`src/rtl/two_gate_velocity_timer_defines.svh`:
```
// Assertion macros used by the timer's top-level RTL file.
`ifndef TWO_GATE_VELOCITY_TIMER_DEFINES_SVH
`define TWO_GATE_VELOCITY_TIMER_DEFINES_SVH

`ifndef SYNTHESIS

// Antecedent in a cycle implies the consequent in the same cycle.
`define TGVT_ASSERT_NOW(label, clk, rst_n, ante, cons) \
	label: assert property (@(posedge clk) disable iff (!rst_n) (ante) |-> (cons)) \
		else $error("tgvt assertion failed");

// Antecedent in a cycle implies the consequent in the following cycle.
`define TGVT_ASSERT_NEXT(label, clk, rst_n, ante, cons) \
	label: assert property (@(posedge clk) disable iff (!rst_n) (ante) |=> (cons)) \
		else $error("tgvt assertion failed");

`else

`define TGVT_ASSERT_NOW(label, clk, rst_n, ante, cons)
`define TGVT_ASSERT_NEXT(label, clk, rst_n, ante, cons)

`endif

`endif

```
`src/rtl/tgvt_pkg.sv`:
```
// Package with the types, codes and constants of the two-gate velocity timer.
package tgvt_pkg;

	// Item actions.
	localparam logic [1:0] ACT_GATE1 = 2'd0;
	localparam logic [1:0] ACT_GATE2 = 2'd1;
	localparam logic [1:0] ACT_TICK  = 2'd2;

	// Register indexes of the configuration port.
	localparam logic [1:0] REG_ENTERED_LEVEL = 2'd0;
	localparam logic [1:0] REG_GATE_DISTANCE = 2'd1;
	localparam logic [1:0] REG_CLOCK_HZ      = 2'd2;
	localparam logic [1:0] REG_MISS_CLEAR    = 2'd3;

	localparam int APB_ADDR_W = 4;
	localparam int APB_DATA_W = 32;

	// Register reset values.
	localparam logic [19:0] RST_GATE_DISTANCE = 20'd65000;
	localparam logic [29:0] RST_CLOCK_HZ      = 30'd72000000;
	localparam logic [31:0] RST_MISS_CLEAR    = 32'd21600000;

	// Arithmetic widths of the speed calculation.
	localparam int DIST_W    = 20;
	localparam int CLK_W     = 30;
	localparam int PROD_W    = DIST_W + CLK_W;
	localparam int NUM_W     = PROD_W + 1;
	localparam int SUM_W     = 33;
	localparam int DEN_W     = SUM_W + 10;
	localparam int Q_STEPS   = 43;
	localparam int VEL_W     = 24;
	localparam int CNT_W     = 6;
	localparam logic [VEL_W-1:0] VEL_MAX = {VEL_W{1'b1}};

	// Input and result items.
	typedef struct packed {
		logic [1:0]  action;
		logic        level;
		logic [31:0] timestamp;
	} in_item_t;

	typedef struct packed {
		logic             shot_valid;
		logic [VEL_W-1:0] velocity_mm_s;
		logic [31:0]      mid_time;
		logic [15:0]      shot_count;
		logic             missed;
	} out_item_t;

	// Result fields settled by the gate tracker.
	typedef struct packed {
		logic        shot_valid;
		logic [31:0] mid_time;
		logic [15:0] shot_count;
		logic        missed;
	} tgvt_res_t;

	// Operands handed to the speed unit.
	typedef struct packed {
		logic [31:0] d1;
		logic [31:0] d2;
	} tgvt_spd_req_t;

	// Status returned by the speed unit.
	typedef struct packed {
		logic             done;
		logic [VEL_W-1:0] velocity;
	} tgvt_spd_res_t;

	// Top-level sequencer states.
	typedef enum logic [1:0] {
		ST_IDLE,
		ST_START,
		ST_CALC,
		ST_DONE
	} tgvt_state_t;

	// Speed unit phases.
	typedef enum logic [1:0] {
		PH_IDLE,
		PH_MUL,
		PH_DIV
	} tgvt_phase_t;

endpackage

```
`src/rtl/tgvt_tracker.sv`:
```
// Gate sequence tracker: holds the gate times and flags and settles each result.
module tgvt_tracker import tgvt_pkg::*; (
	input  logic          clk,
	input  logic          arst_n,
	input  logic          accept,
	input  in_item_t      item,
	input  logic          entered_level,
	input  logic [31:0]   miss_clear_ticks,
	output logic          pass,
	output tgvt_res_t     res,
	output tgvt_spd_req_t spd_req
);

	logic [31:0] fe_q, fl_q, se_q, sl_q, last_exit_q;
	logic        inside_first_q, passed_first_q, inside_second_q;
	logic        first_exit_seen_q, miss_q;
	logic [15:0] count_q;
	tgvt_res_t   res_q;

	logic [31:0] fe_d, fl_d, se_d, sl_d, last_exit_d;
	logic        inside_first_d, passed_first_d, inside_second_d;
	logic        first_exit_seen_d, miss_d;
	logic [15:0] count_d;
	logic        entered, valid_d;
	logic [31:0] exit_d, half_d, since_exit;

	assign entered    = (item.level == entered_level);
	assign half_d     = (item.timestamp - se_q) >> 1;
	assign since_exit = item.timestamp - last_exit_q;

	// Next state of the gate sequence for the item on offer.
	always_comb begin
		fe_d              = fe_q;
		fl_d              = fl_q;
		se_d              = se_q;
		sl_d              = sl_q;
		last_exit_d       = last_exit_q;
		inside_first_d    = inside_first_q;
		passed_first_d    = passed_first_q;
		inside_second_d   = inside_second_q;
		first_exit_seen_d = first_exit_seen_q;
		miss_d            = miss_q;
		count_d           = count_q;
		valid_d           = 1'b0;
		exit_d            = '0;
		case (item.action)
			ACT_GATE1: begin
				if (entered) begin
					miss_d = 1'b0;
					if (!passed_first_q) begin
						fe_d           = item.timestamp;
						inside_first_d = 1'b1;
					end
				end else begin
					first_exit_seen_d = 1'b1;
					if (inside_first_q) begin
						fl_d           = item.timestamp;
						passed_first_d = 1'b1;
						inside_first_d = 1'b0;
					end
				end
			end
			ACT_GATE2: begin
				if (entered) begin
					if (inside_first_q || passed_first_q) begin
						se_d            = item.timestamp;
						inside_second_d = 1'b1;
						passed_first_d  = 1'b0;
					end
				end else begin
					last_exit_d = item.timestamp;
					if (!first_exit_seen_q)
						miss_d = 1'b1;
					if (inside_second_q) begin
						sl_d              = item.timestamp;
						inside_second_d   = 1'b0;
						valid_d           = 1'b1;
						exit_d            = se_q + half_d;
						first_exit_seen_d = 1'b0;
						count_d           = count_q + 16'd1;
					end
				end
			end
			ACT_TICK: begin
				if (miss_q && (since_exit >= miss_clear_ticks))
					miss_d = 1'b0;
			end
			default: begin
			end
		endcase
	end

	// State and result registers, updated on an accepted transaction.
	always_ff @(posedge clk or negedge arst_n) begin
		if (!arst_n) begin
			fe_q              <= '0;
			fl_q              <= '0;
			se_q              <= '0;
			sl_q              <= '0;
			last_exit_q       <= '0;
			inside_first_q    <= 1'b0;
			passed_first_q    <= 1'b0;
			inside_second_q   <= 1'b0;
			first_exit_seen_q <= 1'b0;
			miss_q            <= 1'b0;
			count_q           <= '0;
			res_q             <= '0;
		end else if (accept) begin
			fe_q              <= fe_d;
			fl_q              <= fl_d;
			se_q              <= se_d;
			sl_q              <= sl_d;
			last_exit_q       <= last_exit_d;
			inside_first_q    <= inside_first_d;
			passed_first_q    <= passed_first_d;
			inside_second_q   <= inside_second_d;
			first_exit_seen_q <= first_exit_seen_d;
			miss_q            <= miss_d;
			count_q           <= count_d;
			res_q.shot_valid  <= valid_d;
			res_q.mid_time    <= exit_d;
			res_q.shot_count  <= count_d;
			res_q.missed      <= miss_d;
		end
	end

	assign pass       = valid_d;
	assign res        = res_q;
	assign spd_req.d1 = se_q - fe_q;
	assign spd_req.d2 = sl_q - fl_q;

endmodule

```
`src/rtl/tgvt_speed.sv`:
```
// Bit-serial speed unit: shift-add product of distance and clock, then long division.
module tgvt_speed import tgvt_pkg::*; (
	input  logic              clk,
	input  logic              arst_n,
	input  logic              start,
	input  tgvt_spd_req_t     req,
	input  logic [DIST_W-1:0] gate_distance_um,
	input  logic [CLK_W-1:0]  clock_hz,
	output tgvt_spd_res_t     stat
);

	tgvt_phase_t       phase_q, phase_d;
	logic [CNT_W-1:0]  cnt_q;
	logic [SUM_W-1:0]  sum_q;
	logic [PROD_W-1:0] mcand_q, acc_q, acc_next;
	logic [DIST_W-1:0] mplier_q;
	logic [DEN_W-1:0]  den_q;
	logic [DEN_W-1:0]  rem_q, rem_next;
	logic [Q_STEPS-1:0] nsh_q;
	logic [VEL_W-1:0]  quo_q;
	logic              sat_q, done_q;
	logic [NUM_W-1:0]  num;
	logic [DEN_W:0]    trial, diff;
	logic              qbit;

	// One multiplier bit per cycle.
	assign acc_next = acc_q + (mplier_q[0] ? mcand_q : '0);
	assign num      = {acc_next, 1'b0};

	// One quotient bit per cycle.
	assign trial    = {rem_q, nsh_q[Q_STEPS-1]};
	assign diff     = trial - {1'b0, den_q};
	assign qbit     = (trial >= {1'b0, den_q});
	assign rem_next = qbit ? diff[DEN_W-1:0] : trial[DEN_W-1:0];

	// Phase sequencing.
	always_comb begin
		phase_d = phase_q;
		case (phase_q)
			PH_IDLE: if (start) phase_d = PH_MUL;
			PH_MUL:  if (cnt_q == '0) phase_d = PH_DIV;
			PH_DIV:  if (cnt_q == '0) phase_d = PH_IDLE;
			default: phase_d = PH_IDLE;
		endcase
	end

	always_ff @(posedge clk or negedge arst_n) begin
		if (!arst_n) begin
			phase_q <= PH_IDLE;
			cnt_q   <= '0;
			done_q  <= 1'b0;
		end else begin
			phase_q <= phase_d;
			done_q  <= (phase_q == PH_DIV) && (cnt_q == '0);
			case (phase_q)
				PH_IDLE: if (start) cnt_q <= CNT_W'(DIST_W - 1);
				PH_MUL:  cnt_q <= (cnt_q == '0) ? CNT_W'(Q_STEPS - 1) : cnt_q - 1'b1;
				PH_DIV:  if (cnt_q != '0) cnt_q <= cnt_q - 1'b1;
				default: cnt_q <= '0;
			endcase
		end
	end

	// Datapath: operands, product, denominator, remainder and quotient.
	always_ff @(posedge clk) begin
		case (phase_q)
			PH_IDLE: begin
				if (start) begin
					sum_q    <= {1'b0, req.d1} + {1'b0, req.d2};
					mcand_q  <= PROD_W'(clock_hz);
					mplier_q <= gate_distance_um;
					acc_q    <= '0;
				end
			end
			PH_MUL: begin
				acc_q    <= acc_next;
				mcand_q  <= mcand_q << 1;
				mplier_q <= mplier_q >> 1;
				// Denominator is the sum times 1000, built as 1024 - 8 - 16.
				if (cnt_q == CNT_W'(DIST_W - 1))
					den_q <= {sum_q, 10'b0} - {7'b0, sum_q, 3'b0};
				else if (cnt_q == CNT_W'(DIST_W - 2))
					den_q <= den_q - {6'b0, sum_q, 4'b0};
				if (cnt_q == '0) begin
					rem_q <= DEN_W'(num[NUM_W-1:Q_STEPS]);
					nsh_q <= num[Q_STEPS-1:0];
					quo_q <= '0;
					sat_q <= (sum_q == '0);
				end
			end
			PH_DIV: begin
				rem_q <= rem_next;
				nsh_q <= nsh_q << 1;
				quo_q <= {quo_q[VEL_W-2:0], qbit};
				if (qbit && (cnt_q >= CNT_W'(VEL_W)))
					sat_q <= 1'b1;
			end
			default: begin
			end
		endcase
	end

	assign stat.done     = done_q;
	assign stat.velocity = sat_q ? VEL_MAX : quo_q;

endmodule

```
`src/rtl/two_gate_velocity_timer.sv`:
```
// Top level of the two-gate velocity timer: handshakes, registers and sequencing.
//
// Input channel in_valid/in_stall/in_data carries gate edge and tick items;
// each accepted transaction gives exactly one result on out_valid/out_stall/
// out_data. Registers are written through the APB-style port at byte
// addresses 0, 4, 8 and 12; pready is always high and reads return the value.
// An item that does not complete a pass has its result loaded into the output
// register from the done state. An item that completes a pass first goes
// through the start state, the bit-serial distance times clock product and the
// one-bit-per-cycle divider, whose registered done flag moves the sequencer
// to the done state, where the result is loaded. The next item is accepted
// only after that result has been loaded into the output register.
// One item is worked on at a time; in_stall is high until its result has
// moved into the output register, which may still hold an earlier result
// while the next item is accepted. While out_stall is high the output holds
// its transaction and the block waits with its finished result.
// Reset clears all gate times, flags and the pass count and restores the
// register defaults; no clearing pass is needed.
`include "two_gate_velocity_timer_defines.svh"

module two_gate_velocity_timer import tgvt_pkg::*; (
	input  logic                  clk,
	input  logic                  arst_n,
	input  logic                  in_valid,
	output logic                  in_stall,
	input  in_item_t              in_data,
	output logic                  out_valid,
	input  logic                  out_stall,
	output out_item_t             out_data,
	input  logic                  psel,
	input  logic                  penable,
	input  logic                  pwrite,
	input  logic [APB_ADDR_W-1:0] paddr,
	input  logic [APB_DATA_W-1:0] pwdata,
	output logic [APB_DATA_W-1:0] prdata,
	output logic                  pready
);

	logic              entered_level_q;
	logic [DIST_W-1:0] gate_distance_q;
	logic [CLK_W-1:0]  clock_hz_q;
	logic [31:0]       miss_clear_q;

	tgvt_state_t   state_q, state_d;
	logic          in_acc, pass, spd_start, res_load, cfg_wr;
	tgvt_res_t     res;
	tgvt_spd_req_t spd_req;
	tgvt_spd_res_t spd_stat;
	logic          out_valid_q;
	out_item_t     out_q;

	assign pready = 1'b1;
	assign cfg_wr = psel && penable && pwrite;

	// Configuration registers.
	always_ff @(posedge clk or negedge arst_n) begin
		if (!arst_n) begin
			entered_level_q <= 1'b0;
			gate_distance_q <= RST_GATE_DISTANCE;
			clock_hz_q      <= RST_CLOCK_HZ;
			miss_clear_q    <= RST_MISS_CLEAR;
		end else if (cfg_wr) begin
			case (paddr[3:2])
				REG_ENTERED_LEVEL: entered_level_q <= pwdata[0];
				REG_GATE_DISTANCE: gate_distance_q <= pwdata[DIST_W-1:0];
				REG_CLOCK_HZ:      clock_hz_q      <= pwdata[CLK_W-1:0];
				REG_MISS_CLEAR:    miss_clear_q    <= pwdata;
				default: begin
				end
			endcase
		end
	end

	// Register read-back.
	always_comb begin
		case (paddr[3:2])
			REG_ENTERED_LEVEL: prdata = APB_DATA_W'(entered_level_q);
			REG_GATE_DISTANCE: prdata = APB_DATA_W'(gate_distance_q);
			REG_CLOCK_HZ:      prdata = APB_DATA_W'(clock_hz_q);
			REG_MISS_CLEAR:    prdata = miss_clear_q;
			default:           prdata = '0;
		endcase
	end

	assign in_acc = in_valid && !in_stall;

	tgvt_tracker u_tracker (
		.clk              (clk),
		.arst_n           (arst_n),
		.accept           (in_acc),
		.item             (in_data),
		.entered_level    (entered_level_q),
		.miss_clear_ticks (miss_clear_q),
		.pass             (pass),
		.res              (res),
		.spd_req          (spd_req)
	);

	tgvt_speed u_speed (
		.clk              (clk),
		.arst_n           (arst_n),
		.start            (spd_start),
		.req              (spd_req),
		.gate_distance_um (gate_distance_q),
		.clock_hz         (clock_hz_q),
		.stat             (spd_stat)
	);

	// Sequencer next state.
	always_comb begin
		state_d = state_q;
		case (state_q)
			ST_IDLE:  if (in_acc) state_d = pass ? ST_START : ST_DONE;
			ST_START: state_d = ST_CALC;
			ST_CALC:  if (spd_stat.done) state_d = ST_DONE;
			ST_DONE:  if (res_load) state_d = ST_IDLE;
			default:  state_d = ST_IDLE;
		endcase
	end

	// Sequencer outputs.
	always_comb begin
		in_stall  = (state_q != ST_IDLE);
		spd_start = (state_q == ST_START);
		res_load  = (state_q == ST_DONE) && (!out_valid_q || !out_stall);
	end

	always_ff @(posedge clk or negedge arst_n) begin
		if (!arst_n)
			state_q <= ST_IDLE;
		else
			state_q <= state_d;
	end

	// Output register.
	always_ff @(posedge clk or negedge arst_n) begin
		if (!arst_n)
			out_valid_q <= 1'b0;
		else if (res_load)
			out_valid_q <= 1'b1;
		else if (!out_stall)
			out_valid_q <= 1'b0;
	end

	always_ff @(posedge clk) begin
		if (res_load) begin
			out_q.shot_valid    <= res.shot_valid;
			out_q.velocity_mm_s <= res.shot_valid ? spd_stat.velocity : '0;
			out_q.mid_time      <= res.mid_time;
			out_q.shot_count    <= res.shot_count;
			out_q.missed        <= res.missed;
		end
	end

	assign out_valid = out_valid_q;
	assign out_data  = out_q;

	// The speed unit finishes only while the sequencer waits for it.
	`TGVT_ASSERT_NOW(a_done_in_calc, clk, arst_n, spd_stat.done, state_q == ST_CALC)
	// An accepted item leads either to a speed calculation or straight to a result.
	`TGVT_ASSERT_NEXT(a_acc_next, clk, arst_n, in_acc, state_q == ST_START || state_q == ST_DONE)
	// A result without a pass carries no speed and no midpoint time.
	`TGVT_ASSERT_NOW(a_nopass_zero, clk, arst_n, out_valid && !out_data.shot_valid,
		out_data.velocity_mm_s == '0 && out_data.mid_time == '0)

endmodule

```
`config.mk`:
```
export PLATFORM = sky130hd
export DESIGN_NAME = two_gate_velocity_timer
export DESIGN_NICKNAME = d
export VERILOG_FILES = /design/src/rtl/tgvt_pkg.sv /design/src/rtl/tgvt_tracker.sv /design/src/rtl/tgvt_speed.sv /design/src/rtl/two_gate_velocity_timer.sv
export VERILOG_INCLUDE_DIRS = /design/src /design/src/rtl
export SDC_FILE = /design/constraint.sdc
export NUM_CORES = 2
export LEC_CHECK = 0
export ABC_AREA = 0
export BUFFER_PORTS_ARGS = -buffer_cell sky130_fd_sc_hd__buf_4
export CAP_MARGIN = 30
export CORE_ASPECT_RATIO = 1.75
export CORE_UTILIZATION = 60
export DETAILED_ROUTE_END_ITERATION = 10
export GPL_TIMING_DRIVEN = 0
export PLACE_DENSITY = 0.8
export SLEW_MARGIN = 10
export SYNTH_ARGS = -nofsm -noshare
export SYNTH_HDL_FRONTEND = slang
export SYNTH_SLANG_ARGS = --single-unit
```
`constraint.sdc`:
```
create_clock -name clk -period 13.3 [get_ports clk]
set_input_delay 1.995 -clock clk [delete_from_list [all_inputs] [get_ports clk]]
set_output_delay 1.995 -clock clk [all_outputs]
set_load 0.01 [all_outputs]
```
==> impl_metrics.toml <==
[worst_setup_path]
worst_path_arrival_time_ns = 7.37
worstPathMaxFanout = 5
timing.critical_path.from_type = "input pin"
crit_path_top_delay_cell = "sky130_fd_sc_hd__fa_1"
timing.critical_path.to_type = "register"
worst-path-buf-inv = 1
slowest_delay_ns = 0.42
critPathRequiredTime_ns = 13.81
kind_of_cell_adding_the_most_delay_to_the_critical_path = "compound AO/OA/AOI/OAI gates"
crit_type = "input pin to register"
worst_path_most_repeated_cell = "sky130_fd_sc_hd__a21oi_1"

[clock_tree]
h-tree-depth = 3
cts.repair_timing.setup_buffer_count = 0
cts_sinks = 686
cts_repair_resize_count = 0
tritoncts = "yes"
cts_made_buffers = 68
clkSlewWorstSetupHoldPaths_ns = 0.06
hold_fix_buffers_cts = 0
cts_buffer_depth = 3
clk_root_buffer_cell = "sky130_fd_sc_hd__clkbuf_16"
insertion_delay_of_the_later_clocked_pin_in_the_worst_skew_pair_ns = 0.67

[logic_synthesis]
synth.net_count = 5077
ys_types = 106
synth_enable_flop_cells = 377
mappedNetlistArea_um2 = 44500
synth_top_flop_cell = "sky130_fd_sc_hd__edfxtp_1"
synth_seq_area_share_pct = 42.9
synthesized_area_per_cell_um2 = 9.65
ys_warn_count = 0
synth_largest_type_area_fraction_pct = 25.4
synthArstFlopShare_pct = 45.0
synthTopCellsByArea = "sky130_fd_sc_hd__edfxtp_1 25%, sky130_fd_sc_hd__dfrtp_1 16%, sky130_fd_sc_hd__ha_1 11%"
post_synth_inst_count = 4613
synth_top_area_cell = "sky130_fd_sc_hd__edfxtp_1"
ys_ff_latch = 686

[global_route]
gr-usage-all-layers_pct = 31.2
grt_pass1_wl_um = 185000
grt_max_degree = 108
grt_overflow = 0
vias_in_the_first_global_route = 36285
grt_antenna_before_repair = 0

[timing]
worstMarginPinSlew_ns = 1.01
max_freq_mhz = 146
final-setup-viol-count = 0
setup_ws_ns = 6.44
final_hold_viol_count = 0
slew-limit-headroom_pct = 32.5
finClkSkew_ns = 0.0313
finalCritPeriodShare_pct = 51.6
timing_max_transition_violations_final = 0
finalHoldWorstSlack_ns = 0.450
grt_setup_unrepaired = "false"
fin_crit_ns = 6.86

[place]
routabilityCongestion = 0.936
pre_cts_ws_ns = 5.91
numPortBuffers = 180
dp_hpwl_um = 90500
place.detailed.instances = 5740

[routing]
ant_nets = 0
vias_after_detailed_routing = 35205
wl_per_cell_um = 19.9
detail_route.drc_violations = 0
drt_iter0_markers = 2158
drtPass1Iterations = 5
viasPerCell = 6.00
drt-total-wl_um = 117000

[die]
core_um2 = 73100
placement_rows = 131
die-height_um = 362
floorplan.initialDensity_pct = 60.9
num_io_pins = 187
die-area_um2 = 75300
chip_width_um = 208

[finish]
final_cell_mix = "592 x sky130_fd_sc_hd__nand2_1, 377 x sky130_fd_sc_hd__ha_1, 377 x sky130_fd_sc_hd__edfxtp_1, 324 x sky130_fd_sc_hd__o21ai_0, 321 x sky130_fd_sc_hd__a21oi_1"
syn_to_final_growth_pct = 11.7
layout.cells.most_common = "sky130_fd_sc_hd__nand2_1"
layout-drive-gt1-share_pct = 11.0
fin_util_pct = 68.0
instances_no_fill = 5867
filler_cell_count = 5632
layout.nets = 5343

[min_path]
hold_class = "register to register"

[outcome]
run_status = "completed"

[run]
cap_violations = 0
-- flip-flops by register name, indices dropped and copies added, names as in the netlist, 33 cells and up --
name,flops
u_speed.sum_q,33
u_speed.den_q,40
out_data,74
u_speed.mcand_q,50
u_tracker.res,33
u_speed.rem_q,43
u_speed.acc_q,50
u_speed.nsh_q,42
-- metal layers --
layer  share of wire (%)  vias to the layer above  GRT usage, %
met1                  35                    16936          31.2
met2                  52                      979          57.9
met4                 8.4                        0          24.4
li1                    -                    16906             -
met3                 4.3                      384          4.23
met5                   0                        -             0
-- worst paths after layout --
kind	startpoint	to	slack, ns	cells past startpoint
hold / removal	u_tracker.res[43]	out_data[43]	0.45	0
setup reg to reg	u_tracker.se_q[1]	u_tracker.res[47]	7.39	25
setup / recovery	in_data[0]	u_tracker.res[47]	6.44	26
hold reg to reg	u_tracker.res[43]	out_data[43]	0.45	0
max in group asynchronous	arst_n	u_tracker.count_q[14]	10.50	3
min in group asynchronous	arst_n	u_tracker.last_exit_q[10]	1.30	1
-- synthesized netlist by cell type (24+ instances only) --
master                     number
sky130_fd_sc_hd__mux2i_1       24
sky130_fd_sc_hd__o21ai_0      325
sky130_fd_sc_hd__xnor2_1      202
sky130_fd_sc_hd__nor2b_1       55
sky130_fd_sc_hd__dfrtp_1      282
sky130_fd_sc_hd__edfxtp_1     377
sky130_fd_sc_hd__o21bai_1      31
sky130_fd_sc_hd__nand2b_1      55
sky130_fd_sc_hd__a211oi_1      26
sky130_fd_sc_hd__ha_1         377
sky130_fd_sc_hd__a21oi_1      321
sky130_fd_sc_hd__nor2_1       301
sky130_fd_sc_hd__xor2_1       123
sky130_fd_sc_hd__a31oi_1       33
sky130_fd_sc_hd__nor3_1        53
sky130_fd_sc_hd__inv_1        315
sky130_fd_sc_hd__and3_1        30
sky130_fd_sc_hd__mux2_2       136
sky130_fd_sc_hd__nand2_1      593
sky130_fd_sc_hd__dfstp_2       27
sky130_fd_sc_hd__a21o_1       196
sky130_fd_sc_hd__clkbuf_1     127
sky130_fd_sc_hd__and2_1       111
sky130_fd_sc_hd__o21a_1        58
sky130_fd_sc_hd__nand4_1       40
sky130_fd_sc_hd__nand3_1       76
-- cell type report --
cell class                 count  area [um2]  share of cell area [%]
antenna                        1        2.50                 0.00504
buffer                       146         569                    1.15
clock buffer                  92        1950                    3.92
clock inverter                34         342                   0.687
inverter                     315        1180                    2.38
multi-input combinational   3466       23700                    47.7
sequential                   686       19100                    38.4
tap                          931        1160                    2.34
timing repair buffer         196        1700                    3.42
-- stage by stage --
step,setup TNS [ns],instance area (um2)
after floorplan,0,44500
after global placement,-52.60,47000
after detailed placement,0,47400
after CTS,0,49700
after global routing,0,49700
final,0,49700
-- logic make-up after synthesis --
logic type      after synthesis  synth area share (%)
compound gates             1202                  17.3
mux                         161                  4.03
xor+xnor                    325                  6.40
other cells                   1               0.00843
flops                       686                  42.9
simple gates               1390                  14.4
buf+inv                     461                  3.94
fa+ha+maj                   387                  11.0
Power is not shown: default switching activity piles up to over one toggle a cycle in this logic, so the estimate is an artifact.
